### src/hdl/ansp_pkg.sv
// Shared types, header codes and helpers for the Annex-B NAL unit splitter.
package ansp_pkg;

    typedef struct packed {
        logic [7:0] data_byte;
        logic       last_byte;
    } t_in_payload;

    typedef struct packed {
        logic        status;
        logic [15:0] unit_offset;
        logic [15:0] unit_length;
        logic [7:0]  unit_header;
        logic [1:0]  unit_kind;
        logic [2:0]  code_size;
        logic        buffer_done;
    } t_out_payload;

    // Input stage toward the scanner
    typedef struct packed {
        logic        valid;
        t_in_payload beat;
    } t_stage;

    localparam logic [7:0] HDR_SPS = 8'h67;
    localparam logic [7:0] HDR_PPS = 8'h68;

    localparam logic [1:0] KIND_OTHER = 2'd0;
    localparam logic [1:0] KIND_SPS   = 2'd1;
    localparam logic [1:0] KIND_PPS   = 2'd2;

    localparam logic ST_UNIT  = 1'b0;
    localparam logic ST_ERROR = 1'b1;

    function automatic logic [1:0] kind_of(input logic [7:0] hdr);
        logic [1:0] k;
        k = KIND_OTHER;
        if (hdr == HDR_SPS) k = KIND_SPS;
        if (hdr == HDR_PPS) k = KIND_PPS;
        return k;
    endfunction

    function automatic t_out_payload error_result();
        t_out_payload r;
        r             = '0;
        r.status      = ST_ERROR;
        r.buffer_done = 1'b1;
        return r;
    endfunction

endpackage

### src/hdl/ansp_ifs.sv
// Valid/ready stream interfaces for byte input and unit report output.
interface ansp_in_if ();
    logic                  valid;
    logic                  ready;
    ansp_pkg::t_in_payload payload;

    modport source (output valid, output payload, input ready);
    modport sink   (input valid, input payload, output ready);
endinterface

interface ansp_out_if ();
    logic                   valid;
    logic                   ready;
    ansp_pkg::t_out_payload payload;

    modport source (output valid, output payload, input ready);
    modport sink   (input valid, input payload, output ready);
endinterface

### src/hdl/ansp_in_stage.sv
// Input register: holds one byte beat until the scanner takes it.
module ansp_in_stage (
    input  logic             i_clk,
    input  logic             i_rst_n,
    ansp_in_if.sink          i_in,
    input  logic             i_take,
    output ansp_pkg::t_stage o_stage
);

    logic                  r_valid;
    ansp_pkg::t_in_payload r_beat;

    assign i_in.ready    = ~r_valid | i_take;
    assign o_stage.valid = r_valid;
    assign o_stage.beat  = r_beat;

    always_ff @(posedge i_clk) begin
        if (!i_rst_n) begin
            r_valid <= 1'b0;
        end else if (i_in.valid && i_in.ready) begin
            r_valid <= 1'b1;
        end else if (i_take) begin
            r_valid <= 1'b0;
        end
    end

    always_ff @(posedge i_clk) begin
        if (i_in.valid && i_in.ready) begin
            r_beat <= i_in.payload;
        end
    end

endmodule

### src/hdl/ansp_scanner.sv
// Start code scanner: per-buffer state, unit length math and result register.
module ansp_scanner #(
    parameter int MAX_BUFFER_BYTES = 65536
) (
    input  logic             i_clk,
    input  logic             i_rst_n,
    input  logic             i_cfg_wr_en,
    input  logic             i_cfg_wr_data,
    input  ansp_pkg::t_stage i_stage,
    output logic             o_take,
    ansp_out_if.source       o_out
);

    localparam int         PW   = $clog2(MAX_BUFFER_BYTES);
    localparam logic [PW:0] MAXB = (PW + 1)'(MAX_BUFFER_BYTES);

    typedef enum logic [1:0] {
        PH_LEAD,
        PH_HEAD,
        PH_BODY,
        PH_DROP
    } t_phase;

    t_phase     r_phase, n_phase;
    logic [PW-1:0] r_pos, n_pos;
    logic [PW-1:0] r_begin, n_begin;
    logic [1:0] r_zr, n_zr;
    logic [7:0] r_hdr, n_hdr;
    logic [2:0] r_lead, n_lead;
    logic       r_seen, n_seen;
    logic       r_stop_cfg;

    logic                   r_out_valid;
    ansp_pkg::t_out_payload r_out;
    ansp_pkg::t_out_payload res;
    logic                   emit;

    logic [7:0] b;
    logic       last;
    logic [PW:0] pos_inc;
    logic [PW:0] diff_raw, diff;
    logic [PW:0] len_code_raw, len_code;
    logic [PW:0] len_end_raw, len_end;
    logic [1:0]  hdr_kind;
    logic        pps_now;
    logic        stop;

    assign b    = i_stage.beat.data_byte;
    assign last = i_stage.beat.last_byte;

    assign o_take        = i_stage.valid & (~r_out_valid | o_out.ready);
    assign o_out.valid   = r_out_valid;
    assign o_out.payload = r_out;

    // Offsets wrap at the buffer size; each step is one add and a fixup.
    always_comb begin
        pos_inc  = {1'b0, r_pos} + (PW + 1)'(1);
        diff_raw = {1'b0, r_pos} - {1'b0, r_begin};
        diff     = diff_raw[PW] ? diff_raw + MAXB : diff_raw;
        len_code_raw = diff - (PW + 1)'(r_zr);
        len_code     = len_code_raw[PW] ? len_code_raw + MAXB : len_code_raw;
        len_end_raw  = diff + (PW + 1)'(1);
        len_end      = (len_end_raw == MAXB) ? '0 : len_end_raw;
    end

    assign hdr_kind = ansp_pkg::kind_of(r_hdr);
    assign pps_now  = r_seen | (hdr_kind == ansp_pkg::KIND_PPS);
    assign stop     = r_stop_cfg & pps_now;

    always_comb begin
        n_phase = r_phase;
        n_begin = r_begin;
        n_zr    = r_zr;
        n_hdr   = r_hdr;
        n_lead  = r_lead;
        n_seen  = r_seen;
        emit    = 1'b0;
        res     = '0;
        case (r_phase)
            PH_LEAD: begin
                if (b == 8'h00 && r_zr != 2'd3 && !last) begin
                    n_zr = r_zr + 2'd1;
                end else if (b == 8'h01 && r_zr >= 2'd2 && !last) begin
                    n_lead  = {1'b0, r_zr} + 3'd1;
                    n_phase = PH_HEAD;
                end else begin
                    emit    = 1'b1;
                    res     = ansp_pkg::error_result();
                    n_phase = PH_DROP;
                end
            end
            PH_HEAD: begin
                if (b[7]) begin
                    // forbidden bit set
                    emit    = 1'b1;
                    res     = ansp_pkg::error_result();
                    n_phase = PH_DROP;
                end else begin
                    n_hdr   = b;
                    n_begin = r_pos;
                    n_zr    = (b == 8'h00) ? 2'd1 : 2'd0;
                    n_phase = PH_BODY;
                    if (last) begin
                        emit            = 1'b1;
                        res.status      = ansp_pkg::ST_UNIT;
                        res.unit_offset = 16'(r_pos);
                        res.unit_length = 16'd1;
                        res.unit_header = b;
                        res.unit_kind   = ansp_pkg::kind_of(b);
                        res.code_size   = r_lead;
                        res.buffer_done = 1'b1;
                    end
                end
            end
            PH_BODY: begin
                if (b == 8'h01 && r_zr >= 2'd2) begin
                    emit            = 1'b1;
                    n_seen          = pps_now;
                    res.unit_offset = 16'(r_begin);
                    res.unit_length = 16'(len_code);
                    res.unit_header = r_hdr;
                    res.unit_kind   = hdr_kind;
                    res.code_size   = r_lead;
                    if (stop) begin
                        res.status      = ansp_pkg::ST_UNIT;
                        res.buffer_done = 1'b1;
                        n_phase         = PH_DROP;
                    end else if (last) begin
                        // start code on the final byte: next header is missing
                        res.status      = ansp_pkg::ST_ERROR;
                        res.buffer_done = 1'b1;
                    end else begin
                        res.status      = ansp_pkg::ST_UNIT;
                        res.buffer_done = 1'b0;
                        n_phase         = PH_HEAD;
                    end
                    n_lead = {1'b0, r_zr} + 3'd1;
                    n_zr   = 2'd0;
                end else begin
                    if (b == 8'h00) begin
                        if (r_zr != 2'd3) n_zr = r_zr + 2'd1;
                    end else begin
                        n_zr = 2'd0;
                    end
                    if (last) begin
                        emit            = 1'b1;
                        res.status      = ansp_pkg::ST_UNIT;
                        res.unit_offset = 16'(r_begin);
                        res.unit_length = 16'(len_end);
                        res.unit_header = r_hdr;
                        res.unit_kind   = hdr_kind;
                        res.code_size   = r_lead;
                        res.buffer_done = 1'b1;
                    end
                end
            end
            default: ;
        endcase

        if (last) begin
            n_phase = PH_LEAD;
            n_pos   = '0;
            n_begin = '0;
            n_zr    = 2'd0;
            n_hdr   = 8'h00;
            n_lead  = 3'd0;
            n_seen  = 1'b0;
        end else begin
            n_pos = (pos_inc == MAXB) ? '0 : pos_inc[PW-1:0];
        end
    end

    always_ff @(posedge i_clk) begin
        if (!i_rst_n) begin
            r_phase     <= PH_LEAD;
            r_pos       <= '0;
            r_begin     <= '0;
            r_zr        <= 2'd0;
            r_hdr       <= 8'h00;
            r_lead      <= 3'd0;
            r_seen      <= 1'b0;
            r_stop_cfg  <= 1'b1;
            r_out_valid <= 1'b0;
        end else begin
            if (i_cfg_wr_en) begin
                r_stop_cfg <= i_cfg_wr_data;
            end
            if (o_take) begin
                r_phase <= n_phase;
                r_pos   <= n_pos;
                r_begin <= n_begin;
                r_zr    <= n_zr;
                r_hdr   <= n_hdr;
                r_lead  <= n_lead;
                r_seen  <= n_seen;
            end
            if (o_take && emit) begin
                r_out_valid <= 1'b1;
            end else if (o_out.ready) begin
                r_out_valid <= 1'b0;
            end
        end
    end

    always_ff @(posedge i_clk) begin
        if (o_take && emit) begin
            r_out <= res;
        end
    end

endmodule

### src/hdl/annexb_nal_unit_splitter_unit.sv
// Top level of the Annex-B NAL unit splitter.
//
// i_in carries one buffer byte per beat, last_byte set on the buffer's final
// byte. o_out carries one report per NAL unit found (offset, length, header,
// kind, start code size; error status if a start code on the final byte
// closes it), or one error report when the buffer does not open with a valid
// start code and header, or a header's forbidden bit is set. buffer_done
// marks the buffer's last report. i_cfg_wr_en / i_cfg_wr_data write
// stop_after_pps (reset 1), which drops the rest of a buffer once a PPS unit
// was reported; write it only while no bytes are in flight. Throughput: one
// byte per cycle while o_out does not stall, set by the single scan stage
// between the input register and the result register. When o_out stalls, the
// result register holds its report and the input register still takes one
// more byte; a further byte waits until the report is taken. Reset
// (synchronous, active low) empties both registers, clears the per-buffer
// scan state and sets stop_after_pps to 1. Offsets wrap at MAX_BUFFER_BYTES
// and are reported in 16 bits.
module annexb_nal_unit_splitter_unit #(
    parameter int MAX_BUFFER_BYTES = 65536
) (
    input  logic       i_clk,
    input  logic       i_rst_n,
    input  logic       i_cfg_wr_en,
    input  logic       i_cfg_wr_data,
    ansp_in_if.sink    i_in,
    ansp_out_if.source o_out
);

    ansp_pkg::t_stage stage;
    logic             take;

    ansp_in_stage u_in_stage (
        .i_clk   (i_clk),
        .i_rst_n (i_rst_n),
        .i_in    (i_in),
        .i_take  (take),
        .o_stage (stage)
    );

    ansp_scanner #(
        .MAX_BUFFER_BYTES (MAX_BUFFER_BYTES)
    ) u_scanner (
        .i_clk         (i_clk),
        .i_rst_n       (i_rst_n),
        .i_cfg_wr_en   (i_cfg_wr_en),
        .i_cfg_wr_data (i_cfg_wr_data),
        .i_stage       (stage),
        .o_take        (take),
        .o_out         (o_out)
    );

endmodule

### src/flat_wrapper.sv
// flat-port wrapper written by rule: the top's interface ports become plain ports
module annexb_nal_unit_splitter_unit_flat 
#(
    parameter int MAX_BUFFER_BYTES = 65536
)
  (i_clk, i_rst_n, i_cfg_wr_en, i_cfg_wr_data, i_in_valid, i_in_payload, i_in_ready, o_out_valid, o_out_payload, o_out_ready);
  ansp_in_if i_in_i ();
  ansp_out_if o_out_i ();
  input  logic i_clk;
  input  logic i_rst_n;
  input  logic i_cfg_wr_en;
  input  logic i_cfg_wr_data;
  input wire logic [$bits(i_in_i.valid)-1:0] i_in_valid;
  input wire logic [$bits(i_in_i.payload)-1:0] i_in_payload;
  output wire logic [$bits(i_in_i.ready)-1:0] i_in_ready;
  output wire logic [$bits(o_out_i.valid)-1:0] o_out_valid;
  output wire logic [$bits(o_out_i.payload)-1:0] o_out_payload;
  input wire logic [$bits(o_out_i.ready)-1:0] o_out_ready;
  assign i_in_i.valid = i_in_valid;
  assign i_in_i.payload = i_in_payload;
  assign i_in_ready = i_in_i.ready;
  assign o_out_valid = o_out_i.valid;
  assign o_out_payload = o_out_i.payload;
  assign o_out_i.ready = o_out_ready;
  annexb_nal_unit_splitter_unit #(.MAX_BUFFER_BYTES(MAX_BUFFER_BYTES)) u_core (.i_clk(i_clk), .i_rst_n(i_rst_n), .i_cfg_wr_en(i_cfg_wr_en), .i_cfg_wr_data(i_cfg_wr_data), .i_in(i_in_i), .o_out(o_out_i));
endmodule
### config.mk
export PLATFORM = sky130hd
export DESIGN_NAME = annexb_nal_unit_splitter_unit_flat
export DESIGN_NICKNAME = d
export VERILOG_FILES = /design/src/hdl/ansp_pkg.sv /design/src/hdl/ansp_ifs.sv /design/src/hdl/ansp_in_stage.sv /design/src/hdl/ansp_scanner.sv /design/src/hdl/annexb_nal_unit_splitter_unit.sv /design/src/flat_wrapper.sv
export SDC_FILE = /design/constraint.sdc
export NUM_CORES = 1
export LEC_CHECK = 0
export ABC_CLOCK_PERIOD_IN_PS = 5800
export BUFFER_PORTS_ARGS = -buffer_cell sky130_fd_sc_hd__buf_4
export CORE_ASPECT_RATIO = 1.2
export CORE_MARGIN = 8
export CORE_UTILIZATION = 29
export DETAILED_ROUTE_END_ITERATION = 16
export SLEW_MARGIN = 20
export SYNTH_ARGS = -nofsm -noshare
export SYNTH_HDL_FRONTEND = slang
export SYNTH_HIERARCHICAL = 1
export SYNTH_SLANG_ARGS = --single-unit
### constraint.sdc
create_clock -name i_clk -period 5.8 [get_ports i_clk]
set_input_delay 0.58 -clock i_clk [delete_from_list [all_inputs] [get_ports i_clk]]
set_output_delay 0.58 -clock i_clk [all_outputs]
set_load 0.05 [all_outputs]
==> flow_metrics.env <==
export IMPL_maxCapViolCount=0
export IMPL_grt_pass1_vias=5010
export IMPL_whs_ns=0.393
export IMPL_min_delay_path_depth=1
export IMPL_synth_most_common_cell="nor2_1"
export IMPL_synth_yosys_seq_area_share_pct=42.3
export IMPL_placed_area_um2=7000
export IMPL_initial_core_util_pct=29.2
export IMPL_crit_required_ns=5.89
export IMPL_syn_num_nets=722
export IMPL_worstHoldPathType="primary input to flip-flop"
export IMPL_setup_tns_ns=0
export IMPL_worst_skew_pair_late_latency_ns=0.36
export IMPL_cpPeakStageDelay_ns=0.62
export IMPL_yosysTopAreaCell="edfxtp_1"
export IMPL_viasPerCell=5.10
export IMPL_ys_types=69
export IMPL_worstSetupPathType="flip-flop to flip-flop"
export IMPL_drc=0
export IMPL_finalHoldViolCount=0
export IMPL_route_vias_total=5128
export IMPL_cts_root_buf="clkbuf_16"
export IMPL_clock_skew_ns=0.00974
export IMPL_portBuffers=62
export IMPL_ys_seq_elements=105
export IMPL_ant_nets=0
export IMPL_cts_setup_buffers=0
export IMPL_ys_top_cells_by_count="nor2_1 (71), edfxtp_1 (55), a22oi_1 (53)"
export IMPL_die_w_um=150
export IMPL_cpLargestDelayFamily="simple AND/OR/NAND/NOR gates"
export IMPL_async_reset_ff_share_pct=0
export IMPL_crit_path_max_fanout=10
export IMPL_grtUsageTotal_pct=11.9
export IMPL_die_height_um=177
export IMPL_seq_power_share_pct=49.4
export IMPL_switchingPower_mw=0.488
export IMPL_critPathArrivalTime_ns=4.03
export IMPL_gp_congestion=0.834
export IMPL_core_area_um2=21500
export IMPL_critPathBufInv=2
export IMPL_synth_area_top_cells="edfxtp_1 (26%), dfxtp_1 (16%), a22oi_1 (6.3%)"
export IMPL_clk_path_buf_depth=2
export IMPL_clkTransAtPathRegs_ns=0.08
export IMPL_hold_buffers=0
export IMPL_io_pins=64
export IMPL_drive_above_1_share_pct=13.8
export IMPL_synthCells=680
export IMPL_swShare_pct=29.1
export IMPL_drt_wirelength_per_cell_um=15.8
export IMPL_internal_power_mw=1.19
export IMPL_crit_chain="inv_1 -> ha_1 -> inv_1 -> fa_1 -> a211oi_2 -> nor2_1 -> xor2_1 -> nand4b_1 -> or4_1 -> or2_4 -> o31ai_4 -> o22ai_1"
export IMPL_tritoncts="done"
export IMPL_clock_fmax_mhz=254
export IMPL_grt_pass1_wl_um=25500
export IMPL_drt_iter0_drc=289
export IMPL_synthFlopType="edfxtp_1"
export IMPL_grt_overflow_total=0
export IMPL_cp_start_kind="flip-flop"
export IMPL_drv_slew=0
export IMPL_path_common_cell="inv_1"
export IMPL_rsz0062_at_grt="false"
export IMPL_vdd_drop_max_uv=109
export IMPL_synth_top_area_share_pct=26.4
export IMPL_critPathSlowestCell="or4_1"
export IMPL_power_density_nw_per_um2=229
export IMPL_dp_cells=989
export IMPL_r2r_slack_ns=1.86
export IMPL_htreeDepth=3
export IMPL_num_antenna_cells=0
export IMPL_cts_sinks=105
export IMPL_area_growth_pct=16.7
export IMPL_drt_pass1_iterations=5
export IMPL_cts_buffers=9
export IMPL_path_depth=12
export IMPL_yosys_warnings=6
export IMPL_outcome="complete, no violations"
export IMPL_share_comb_of_total_power_pct=12.7
export IMPL_fin_cells=1005
export IMPL_drt_total_wl_um=15800
export IMPL_place_hpwl_um=11700
export IMPL_rr_worst_depth=12
export IMPL_num_nets_final=768
export IMPL_grt_max_degree=47
export IMPL_critPathCaptureType="flip-flop"
export IMPL_pwr_share_clk_pct=37.9
export IMPL_rows=59
export IMPL_period_share_pct=68.0
export IMPL_setup_viol=0
export IMPL_layout_min_cycle_time_ns=3.94
export IMPL_post_cts_resized=0
export IMPL_synth_edff_count=55
export IMPL_fin_area_um2=7310
export IMPL_antenna_found_initial=0
export IMPL_power_leakage_nw=2.58
export IMPL_worst_slew_margin_rel_pct=33.2
export IMPL_tightest_slew_ns=1.00
export IMPL_syn_avg_cell_area_um2=9.22
export IMPL_die_area_um2=26600
export IMPL_syn_area_um2=6270
[layout make-up]
cell class	count	area, um2
inverters	33	124
multi-input cells	509	3370
well taps	274	343
fillers	2221	14200
clock buffers	9	225
repair buffers	68	510
clock inverters	7	88.8
flip-flops and latches	105	2650
[logic make-up after synthesis]
group | Yosys count | synth area share [%]
XOR/XNOR | 34 | 4.75
AO/OA/AOI/OAI | 189 | 21.0
flip-flops | 105 | 42.3
multiplexers | 5 | 0.799
AND/OR/NAND/NOR | 253 | 21.2
adder cells (fa/ha/maj) | 27 | 5.63
other | 1 | 0.0598
buffers and inverters | 66 | 4.23
[worst paths after layout]
| path | to | startpoint |
|---|---|---|
| worst max-delay path | u_core/u_scanner/o_out.payload[20]$_DFFE_PP_ | u_core/u_scanner/r_pos[0]$_SDFFE_PN0P_ |
| worst min-delay path | u_core/u_in_stage/o_stage[5]$_DFFE_PP_ | i_in_payload[5] |
| worst max register to register | u_core/u_scanner/o_out.payload[20]$_DFFE_PP_ | u_core/u_scanner/r_pos[0]$_SDFFE_PN0P_ |
| worst min register to register | u_core/u_scanner/r_seen$_SDFFE_PN0P_ | u_core/u_scanner/r_seen$_SDFFE_PN0P_ |
[flip-flops by register name, indices dropped and copies added, names as in the netlist]
register and cells:
u_core/u_in_stage/o_stage 9, u_core/u_in_stage/r_valid 1, u_core/u_scanner/o_out.payload 46, u_core/u_scanner/o_out.valid 1
u_core/u_scanner/r_begin 16, u_core/u_scanner/r_hdr 7, u_core/u_scanner/r_lead 3, u_core/u_scanner/r_phase 2
u_core/u_scanner/r_pos 16, u_core/u_scanner/r_seen 1, u_core/u_scanner/r_stop_cfg 1, u_core/u_scanner/r_zr 2
[cells in the final DEF (no fill, tap or decap), drive strengths merged, types with 3 or more instances in the layout]
master	instances
dfxtp	50
a21oi	28
or3	6
and3	8
clkbuf	9
o31ai	3
o22ai	7
o21a	9
inv	36
o211ai	6
a211oi	12
or2	4
nand2b	12
nand2	30
buf	68
nor2b	46
nor3b	4
o21ai	36
a21boi	9
a221oi	3
a31oi	4
nor4	7
nor3	18
nand4	9
mux2i	5
xor2	11
nor2	71
clkinv	4
edfxtp	55
nand3	17
a22oi	53
a21o	3
xnor2	23
ha	25
and2	11
[metrics by stage]
| stage | setup slack, ns | power (mW) | utilization, % |
|---|---|---|---|
| after floorplan | 1.43 | 0.992 | - |
| after global placement | 1.89 | 1.06 | 32.6 |
| after detailed placement | 1.86 | 1.06 | 32.6 |
| after CTS | 1.84 | 1.70 | 34.0 |
| after global routing | 1.60 | 1.74 | 34.0 |
| final | 1.86 | 1.68 | 34.0 |
[power groups by stage]
| stage | Combinational (mW) | Clock [mW] | Sequential, mW |
|---|---|---|---|
| final | 0.213 | 0.635 | 0.827 |
| after global routing | 0.228 | 0.678 | 0.831 |
| after CTS | 0.216 | 0.655 | 0.828 |
| after detailed placement | 0.216 | 0 | 0.845 |
| after global placement | 0.215 | 0 | 0.844 |
| after floorplan | 0.0853 | 0 | 0.906 |
[per-layer routing]
metal  up-vias  routed length [um]  GRT usage [%]
li1       2584                   -              -
met1      2411                7150           14.7
met2       116                7700           20.3
met3        17                 802           2.23
met4         0                 182           4.34
met5         -                   0              0
No activity file was read; power rests on OpenSTA's default activity.
